### config.mk
export PLATFORM = sky130hd
export DESIGN_NAME = heap_sort_engine_core
export DESIGN_NICKNAME = d
export VERILOG_FILES = /design/src/hse_pkg.sv /design/src/hse_ctrl.sv /design/src/hse_out.sv /design/src/heap_sort_engine_core.sv
export SDC_FILE = /design/constraint.sdc
export NUM_CORES = 2
export LEC_CHECK = 0
export BUFFER_PORTS_ARGS = -buffer_cell sky130_fd_sc_hd__buf_2
export CAP_MARGIN = 20
export CORE_MARGIN = 2
export CORE_UTILIZATION = 35
export DETAILED_ROUTE_END_ITERATION = 10
export PLACE_DENSITY = 0.55
export SLEW_MARGIN = 20
export SYNTH_ARGS = -nofsm -noshare
export SYNTH_HDL_FRONTEND = slang
export SYNTH_HIERARCHICAL = 1
export SYNTH_SLANG_ARGS = --single-unit
### constraint.sdc
create_clock -name clk -period 12.8 [get_ports clk]
set_input_delay 1.28 -clock clk [delete_from_list [all_inputs] [get_ports clk]]
set_output_delay 1.28 -clock clk [all_outputs]
set_load 0.03 [all_outputs]
### src/hse_pkg.sv
// ----------------------------------------------------------------------------
// hse_pkg
// Shared constants and types of the heap sort engine.
// ----------------------------------------------------------------------------
package hse_pkg;

  // Default capacity of the element store and default element width.
  localparam int DEFAULT_DEPTH       = 64;
  localparam int DEFAULT_VALUE_WIDTH = 32;

  // Control from the sequencer to the result register.
  typedef struct packed {
    logic load;  // present a new result
    logic last;  // result is the final one of the run
    logic drop;  // at least one element of the run was discarded
  } out_ctl_t;

endpackage

### src/hse_ctrl.sv
// ----------------------------------------------------------------------------
// hse_ctrl
// Element store and sort sequencer. Loads elements, heapsorts them in place
// with one shared comparator and one memory port pair, then reads them out.
// ----------------------------------------------------------------------------
module hse_ctrl import hse_pkg::*; #(
  parameter int DEPTH       = DEFAULT_DEPTH,
  parameter int VALUE_WIDTH = DEFAULT_VALUE_WIDTH
) (
  input  logic                          clk,
  input  logic                          rst,
  input  logic                          in_valid,
  input  logic signed [VALUE_WIDTH-1:0] in_value,
  input  logic                          in_final,
  output logic                          in_ready,
  input  logic                          out_ready,
  output out_ctl_t                      out_ctl,
  output logic signed [VALUE_WIDTH-1:0] out_value
);

  localparam int AW    = (DEPTH > 1) ? $clog2(DEPTH) : 1;
  localparam int CNT_W = $clog2(DEPTH + 1);
  localparam int CW    = CNT_W + 1;

  localparam logic [3:0] S_IDLE       = 4'd0;
  localparam logic [3:0] S_BUILD_NEXT = 4'd1;
  localparam logic [3:0] S_CUR_WAIT   = 4'd2;
  localparam logic [3:0] S_SIFT       = 4'd3;
  localparam logic [3:0] S_LC_WAIT    = 4'd4;
  localparam logic [3:0] S_RC_WAIT    = 4'd5;
  localparam logic [3:0] S_EXT_NEXT   = 4'd6;
  localparam logic [3:0] S_EXT_LAST   = 4'd7;
  localparam logic [3:0] S_EXT_TOP    = 4'd8;
  localparam logic [3:0] S_OUT_RD     = 4'd9;
  localparam logic [3:0] S_OUT_LD     = 4'd10;

  // Element store.
  logic signed [VALUE_WIDTH-1:0] mem [DEPTH];
  logic signed [VALUE_WIDTH-1:0] rdata;
  logic                          we;
  logic [AW-1:0]                 waddr;
  logic signed [VALUE_WIDTH-1:0] wdata;
  logic                          rd_en;
  logic [AW-1:0]                 raddr;

  // Sequencer registers.
  logic [3:0]                    state, state_next;
  logic                          phase, phase_next;  // 1 while extracting
  logic [AW-1:0]                 node, node_next;
  logic [CNT_W-1:0]              size, size_next;
  logic [CNT_W-1:0]              kk, kk_next;
  logic [CNT_W-1:0]              count, count_next;
  logic                          ovf, ovf_next;
  logic signed [VALUE_WIDTH-1:0] cur, cur_next;
  logic signed [VALUE_WIDTH-1:0] bigv, bigv_next;
  logic [AW-1:0]                 bigi, bigi_next;

  // Child indexes and the shared comparator.
  logic [CW-1:0]                 lc, rc;
  logic                          lc_ok, rc_ok;
  logic signed [VALUE_WIDTH-1:0] cmp_b;
  logic                          cmp_gt;
  logic signed [VALUE_WIDTH-1:0] cand_v;
  logic [AW-1:0]                 cand_i;
  logic                          moved;
  logic                          full;
  logic [CNT_W-1:0]              count_inc;

  assign lc     = (CW'(node) << 1) + CW'(1);
  assign rc     = (CW'(node) << 1) + CW'(2);
  assign lc_ok  = lc < CW'(size);
  assign rc_ok  = rc < CW'(size);
  assign cmp_b  = (state == S_RC_WAIT) ? bigv : cur;
  assign cmp_gt = rdata > cmp_b;
  assign full   = count == CNT_W'(DEPTH);
  assign count_inc = full ? count : count + CNT_W'(1);

  // Largest of node and children seen so far.
  always_comb begin
    if (state == S_RC_WAIT) begin
      cand_v = cmp_gt ? rdata : bigv;
      cand_i = cmp_gt ? rc[AW-1:0] : bigi;
      moved  = cmp_gt || (bigi != node);
    end else begin
      cand_v = cmp_gt ? rdata : cur;
      cand_i = cmp_gt ? lc[AW-1:0] : node;
      moved  = cmp_gt;
    end
  end

  // Next-state logic of the sequencer.
  always_comb begin
    state_next = state;
    phase_next = phase;
    node_next  = node;
    size_next  = size;
    kk_next    = kk;
    count_next = count;
    ovf_next   = ovf;
    cur_next   = cur;
    bigv_next  = bigv;
    bigi_next  = bigi;
    we         = 1'b0;
    waddr      = node;
    wdata      = cur;
    rd_en      = 1'b0;
    raddr      = node;
    out_ctl    = '0;
    in_ready   = state == S_IDLE;

    case (state)
      S_IDLE: begin
        if (in_valid) begin
          if (!full) begin
            we         = 1'b1;
            waddr      = count[AW-1:0];
            wdata      = in_value;
            count_next = count_inc;
          end else begin
            ovf_next = 1'b1;
          end
          if (in_final) begin
            kk_next    = count_inc >> 1;
            phase_next = 1'b0;
            state_next = S_BUILD_NEXT;
          end
        end
      end

      // Heap build: sift down every inner node from the middle to the root.
      S_BUILD_NEXT: begin
        if (kk == '0) begin
          kk_next    = count;
          state_next = S_EXT_NEXT;
        end else begin
          rd_en      = 1'b1;
          raddr      = AW'(kk - CNT_W'(1));
          node_next  = AW'(kk - CNT_W'(1));
          size_next  = count;
          kk_next    = kk - CNT_W'(1);
          state_next = S_CUR_WAIT;
        end
      end

      S_CUR_WAIT: begin
        cur_next   = rdata;
        state_next = S_SIFT;
      end

      // One level of sift-down: fetch the left child or settle the value.
      S_SIFT: begin
        if (lc_ok) begin
          rd_en      = 1'b1;
          raddr      = lc[AW-1:0];
          state_next = S_LC_WAIT;
        end else begin
          we         = 1'b1;
          state_next = phase ? S_EXT_NEXT : S_BUILD_NEXT;
        end
      end

      S_LC_WAIT, S_RC_WAIT: begin
        if (state == S_LC_WAIT && rc_ok) begin
          bigv_next  = cand_v;
          bigi_next  = cand_i;
          rd_en      = 1'b1;
          raddr      = rc[AW-1:0];
          state_next = S_RC_WAIT;
        end else if (moved) begin
          // The larger child moves up into the hole.
          we         = 1'b1;
          wdata      = cand_v;
          node_next  = cand_i;
          state_next = S_SIFT;
        end else begin
          we         = 1'b1;
          state_next = phase ? S_EXT_NEXT : S_BUILD_NEXT;
        end
      end

      // Extraction: move the root behind the shrinking heap.
      S_EXT_NEXT: begin
        if (kk < CNT_W'(2)) begin
          kk_next    = '0;
          state_next = S_OUT_RD;
        end else begin
          rd_en      = 1'b1;
          raddr      = AW'(kk - CNT_W'(1));
          state_next = S_EXT_LAST;
        end
      end

      S_EXT_LAST: begin
        cur_next   = rdata;
        rd_en      = 1'b1;
        raddr      = '0;
        state_next = S_EXT_TOP;
      end

      S_EXT_TOP: begin
        we         = 1'b1;
        waddr      = AW'(kk - CNT_W'(1));
        wdata      = rdata;
        node_next  = '0;
        size_next  = kk - CNT_W'(1);
        kk_next    = kk - CNT_W'(1);
        phase_next = 1'b1;
        state_next = S_SIFT;
      end

      // Read-out in ascending order.
      S_OUT_RD: begin
        rd_en      = 1'b1;
        raddr      = kk[AW-1:0];
        state_next = S_OUT_LD;
      end

      S_OUT_LD: begin
        if (out_ready) begin
          out_ctl.load = 1'b1;
          out_ctl.last = kk == count - CNT_W'(1);
          out_ctl.drop = ovf;
          if (kk == count - CNT_W'(1)) begin
            count_next = '0;
            ovf_next   = 1'b0;
            state_next = S_IDLE;
          end else begin
            kk_next    = kk + CNT_W'(1);
            state_next = S_OUT_RD;
          end
        end
      end

      default: begin
        state_next = S_IDLE;
      end
    endcase
  end

  assign out_value = rdata;

  // Control registers.
  always_ff @(posedge clk) begin
    if (rst) begin
      state <= S_IDLE;
      count <= '0;
      ovf   <= 1'b0;
      phase <= 1'b0;
    end else begin
      state <= state_next;
      count <= count_next;
      ovf   <= ovf_next;
      phase <= phase_next;
    end
  end

  // Datapath registers.
  always_ff @(posedge clk) begin
    node <= node_next;
    size <= size_next;
    kk   <= kk_next;
    cur  <= cur_next;
    bigv <= bigv_next;
    bigi <= bigi_next;
  end

  // Store write port and registered read port.
  always_ff @(posedge clk) begin
    if (we) begin
      mem[waddr] <= wdata;
    end
    if (rd_en) begin
      rdata <= mem[raddr];
    end
  end

endmodule

### src/hse_out.sv
// ----------------------------------------------------------------------------
// hse_out
// Result register. Holds one sorted element until the downstream side takes
// it, and accepts the next one in the cycle the current one leaves.
// ----------------------------------------------------------------------------
module hse_out import hse_pkg::*; #(
  parameter int VALUE_WIDTH = DEFAULT_VALUE_WIDTH
) (
  input  logic                          clk,
  input  logic                          rst,
  input  out_ctl_t                      ctl,
  input  logic signed [VALUE_WIDTH-1:0] value,
  output logic                          ready,
  output logic                          valid,
  input  logic                          taken,
  output logic signed [VALUE_WIDTH-1:0] held_value,
  output logic                          held_last,
  output logic                          held_drop
);

  assign ready = !valid || taken;

  // Valid flag.
  always_ff @(posedge clk) begin
    if (rst) begin
      valid <= 1'b0;
    end else if (ctl.load) begin
      valid <= 1'b1;
    end else if (taken) begin
      valid <= 1'b0;
    end
  end

  // Payload.
  always_ff @(posedge clk) begin
    if (ctl.load) begin
      held_value <= value;
      held_last  <= ctl.last;
      held_drop  <= ctl.drop;
    end
  end

endmodule

### src/heap_sort_engine_core.sv
// ----------------------------------------------------------------------------
// heap_sort_engine_core
// Input: one element per cycle while the sequencer is idle; on the last
// element a heapsort runs in place, one sift-down level at a time.
// Output: each result is read through the single read port before it is loaded.
// Reset: synchronous, clears count, overflow flag and sequencer; the element
// store is not cleared.
// ----------------------------------------------------------------------------
module heap_sort_engine_core import hse_pkg::*; #(
  parameter int DEPTH       = DEFAULT_DEPTH,
  parameter int VALUE_WIDTH = DEFAULT_VALUE_WIDTH,
  parameter int DATA_W      = ((VALUE_WIDTH + 7) / 8) * 8
) (
  input  logic              clk,
  input  logic              rst,
  input  logic              s_tvalid,
  output logic              s_tready,
  input  logic [DATA_W-1:0] s_tdata,   // sample_value
  input  logic              s_tlast,   // final_item
  output logic              m_tvalid,
  input  logic              m_tready,
  output logic [DATA_W-1:0] m_tdata,   // sorted_value
  output logic              m_tlast,   // final_result
  output logic              m_tuser    // dropped_flag
);

  out_ctl_t                      ctl;
  logic signed [VALUE_WIDTH-1:0] rd_value;
  logic signed [VALUE_WIDTH-1:0] res_value;
  logic                          out_ready;

  hse_ctrl #(
    .DEPTH       (DEPTH),
    .VALUE_WIDTH (VALUE_WIDTH)
  ) u_ctrl (
    .clk       (clk),
    .rst       (rst),
    .in_valid  (s_tvalid),
    .in_value  (s_tdata[VALUE_WIDTH-1:0]),
    .in_final  (s_tlast),
    .in_ready  (s_tready),
    .out_ready (out_ready),
    .out_ctl   (ctl),
    .out_value (rd_value)
  );

  hse_out #(
    .VALUE_WIDTH (VALUE_WIDTH)
  ) u_out (
    .clk        (clk),
    .rst        (rst),
    .ctl        (ctl),
    .value      (rd_value),
    .ready      (out_ready),
    .valid      (m_tvalid),
    .taken      (m_tready),
    .held_value (res_value),
    .held_last  (m_tlast),
    .held_drop  (m_tuser)
  );

  assign m_tdata = DATA_W'($unsigned(res_value));

  // A result is loaded only when the result register can take it.
  a_load_room: assert property (@(posedge clk) disable iff (rst)
    ctl.load |-> out_ready)
    else $error("result loaded while the result register is occupied");

  // A final element starts the sort, so no input is taken next cycle.
  a_sort_starts: assert property (@(posedge clk) disable iff (rst)
    s_tvalid && s_tready && s_tlast |=> !s_tready)
    else $error("input accepted right after a final element");

  // After the last result of a run is loaded the block takes input again.
  a_back_idle: assert property (@(posedge clk) disable iff (rst)
    ctl.load && ctl.last |=> s_tready)
    else $error("sequencer not idle after the last result");

endmodule

==> results <==
- The run finished with clean final reports.
- The ratio of total power to cell area is 314 nW/um2.
- The classification of the worst setup path is reg -> reg.
- The total detailed-routing wirelength is between 300 and 400 mm.
- The wire length of the first global-routing pass is around 430 mm.
- The final clock period utilization by the worst path is 58.2%.
- The post-synthesis area per instance is 13.9 um2.
- The final layout contains 6495 nets.
- The total overflow left after global routing is 0.
- TritonCTS built the clock tree.
- The post-placement setup slack is approximately 5.7 ns.
- The number of buffer and inverter instances along the worst setup path is 5.
- Setup repair after global routing left no endpoint under its margin.
- Clock tree synthesis found a total of about 2.2k sinks.
- The overall power consumption is ~32 mW.
- The portion of synthesized cell area occupied by the leading cell type is approximately 74%.
- The data required time of the critical path is 13.35 ns.
- The cell taking the most area after synthesis is edfxtp_1.
- The data arrival time of the critical path is 8.00 ns.
- The remaining design rule violation count is 0.
- The initial antenna violation count was 12.
- Setup violations remaining at the end of the flow were counted as 0.
- The floorplan step set the die width to 511 um.
- Yosys attributes the largest share of cell area to edfxtp_1 74%, a21oi_1 6.1%, nand2_1 4.8%, a221oi_1 4.6%, clkbuf_1 1.3%.
- The first TritonRoute pass finished after 6 iterations.
- The total area inside the core boundary comes to 256000 um2.
- The static leakage is 33.4 nW.
- The net count after synthesis is 6529.
- The share of post-route cells with drive strength above 1 is 10.4%.
- The tool flagged a number of max-cap violations equal to 0.
- The final route contains 60.2k vias.
- The root cell of the clock tree is clkbuf_16.
- The via count of the first global-routing pass is 55.9k.
- The number of buffers created by CTS is 223.
- The violation count after the first detailed-route iteration is 8394.
- The maximum buffer depth of the clock tree is 3.
- CTS built an H-tree with a depth of 4.
- The HPWL after detailed placement is 157 mm.
- The number of buffers added on ports is around 70.
- The number of storage elements in the synthesis netlist is 2218.
- For this design the top-level I/O count stands at 73.
- The critical path goes through inv_1 -> nor3_2 -> buf_4 -> and2_2 -> buf_4 -> mux2i_1 -> ha_1 -> a21o_1 -> a21o_1 -> a21oi_1 -> o21ai_0 -> a211oi_1 -> and4b_1 -> a211o_2 -> buf_4 -> mux2i_1 -> nor3_1 -> a211oi_4 -> buf_4.
- The clock latency at the later pin of the worst-skew pair is 0.88 ns.
- By count the netlist is led by 2204 x edfxtp_1, 1149 x nand2_1, 1102 x a21oi_1.
- The remaining number of nets flagged by the antenna check after routing is 0.
- The clock period could shrink to about 7.4 ns.
- The sequential area share after synthesis is 74.0%.
- After detailed routing, the number of vias per cell comes to roughly 6.
- The most common cell in the synthesized netlist is edfxtp_1.
- On the final layout, the worst hold slack is between 0.4 and 0.5 ns.
- For this configuration, the core starts out at a cell density of 35.1%.
- The clock slew seen by the registers of the worst setup and hold paths is 0.07 ns.
- The area overhead of the layout relative to synthesis is 13.3%.
- Once the clock tree was built, the resizer swapped 0 gates to a different size.
- The hold buffer count at cts is 0.
- The worst path meets setup with ~5.4 ns of slack.
- The tightest min-delay check is of the reg -> reg type.
- The die area is between 200000 and 300000 um2.
- In this design, the stage delay of the slowest critical-path cell is 0.65 ns.
- For this run, the number of Yosys warnings is 6.
- The total routing resource utilization after global routing is 23.2%.
- In this run the worst path has a maximum fanout of 64.
- At the end of routability-driven placement, the weighted congestion stood at about 0.90.
- STA classifies the critical path startpoint as a flop.
- The detail-routed net length per standard cell is roughly 31 um.
- The clock skew is 0.0529 ns.
- Among all flip-flop cells after synthesis, the most frequent one is edfxtp_1.
- The transition time of the tightest slew-check pin is between 1 and 1.5 ns.
- The sort of element at the end of the critical path is a flop.
- The headroom to the max-slew limit is 18.4%.
- The buffer count from post-CTS setup fixing is 0.
- The largest net degree at the start of global routing is 204.
- Static timing analysis puts the maximum clock frequency at 134 MHz.
- The height of the chip is 511 um.
- The number of pins exceeding their max-slew limit in the final report is 0.
- Yosys mapped a number of flops with a built-in enable equal to roughly 2.2k.
- The number of hold violations in the final report is 0.
- The utilization after layout is 39.8%.
- The synthesized area is 89800 um2.
- The synthesized netlist cell count is 6443.
- IR analysis of the VDD net gives a maximum drop of 0.543 mV.
- The accumulated negative setup slack is 0 ns.
- The most repeated library cell on the critical path is buf_4.
- In this run, distinct cell masters in the synthesized netlist total 75.
- The critical path's top delay family is buffers and inverters.
- The post-synthesis async set-or-reset flop share is 0%.
- The standard cell with the maximum stage delay on the critical path is dfxtp_1.
- The floorplan has between 150 and 200 rows.
-- metal layers --
| layer | wire length (um) | global-route usage (%) | up-vias |
|---|---|---|---|
| met3 | 33700 | 5.32 | 643 |
| met4 | 13700 | 9.50 | 6 |
| met5 | 40 | 0 | - |
| met1 | 126000 | 32.1 | 31055 |
| li1 | - | - | 24924 |
| met2 | 139000 | 35.2 | 3524 |
-- area by class of cell --
type	instances	area, um2
Antenna cell	6	15.0
Clock buffer	276	5820
Fill cell	23615	154000
Clock inverter	126	1170
Tap cell	3384	4230
Inverter	59	221
Multi-Input combinational cell	3680	22200
Timing Repair Buffer	227	1690
Sequential cell	2218	66500
-- where the power goes --
| group | switching (mW) | leakage, nW | total (mW) | internal [mW] |
|---|---|---|---|---|
| logic | 10.6 | 9.90 | 14.2 | 3.61 |
| clock network | 2.78 | 3.40 | 6.37 | 3.59 |
| registers | 0.418 | 20.1 | 11.4 | 11.0 |
-- worst paths after layout --
kind / start / cells past startpoint / slack (ns) / end
setup / recovery: u_ctrl/state[2] / 19 / 5.35 / u_ctrl/mem[15][22]
hold / removal: u_ctrl/ovf / 2 / 0.49 / u_ctrl/ovf
hold reg to reg: u_ctrl/ovf / 2 / 0.49 / u_ctrl/ovf
setup reg to reg: u_ctrl/state[2] / 19 / 5.35 / u_ctrl/mem[15][22]
-- cell families after synthesis --
logic type      after synthesis  share of synthesized area [%]
compound gates             2026                           14.7
xor+xnor                     36                          0.351
fa+ha+maj                    49                          0.682
buf+inv                     545                           2.58
flops                      2218                           74.0
mux                         103                           1.21
simple gates               1466                           6.47
-- cells in the final DEF, fill, tap and decap left out, types with 24 or more instances in the layout --
master,netlist,routed
clkbuf_16,0,225
buf_4,2,142
a22oi_1,66,66
a21o_1,79,78
nor3_1,27,25
o41ai_1,53,53
clkinv_1,1,60
nor2_1,185,117
a22o_1,35,35
inv_1,58,56
a211o_1,34,33
o21ai_0,58,58
clkbuf_1,307,51
a21oi_1,1102,1101
ha_1,49,49
a221oi_1,472,472
nor2_4,0,67
nand2_1,1149,1146
mux2i_1,79,79
clkinv_2,0,32
buf_2,99,72
nand3_1,25,24
edfxtp_1,2204,2204
-- state kept, by name (all words and copies together) (netlist names) --
signal            flops
u_ctrl/state          4
u_ctrl/node           6
u_ctrl/kk             7
u_out/held_last       1
u_ctrl/bigv          32
u_out/held_value     32
u_ctrl/size           7
u_ctrl/cur           32
u_ctrl/count          7
u_ctrl/mem         2048
u_out/valid           1
u_ctrl/out_value     32
u_ctrl/ovf            1
u_ctrl/bigi           6
u_ctrl/phase          1
u_out/held_drop       1
-- tightest hold or removal path: stages, from the launching register on --
cell and delay (ns):
dfxtp_1 0.30, nor2_1 0.10, nor3_1 0.05
-- per-stage QoR --
stage | cell area [um2] | cells
5_1_grt | 102000 | 9971
4_1_cts | 102000 | 9970
6_report | 102000 | 9976
3_5_place_dp | 94800 | 9568
2_1_floorplan | 89800 | 6443
3_3_place_gp | 94800 | 9568
(Power assumes the default switching activity.)
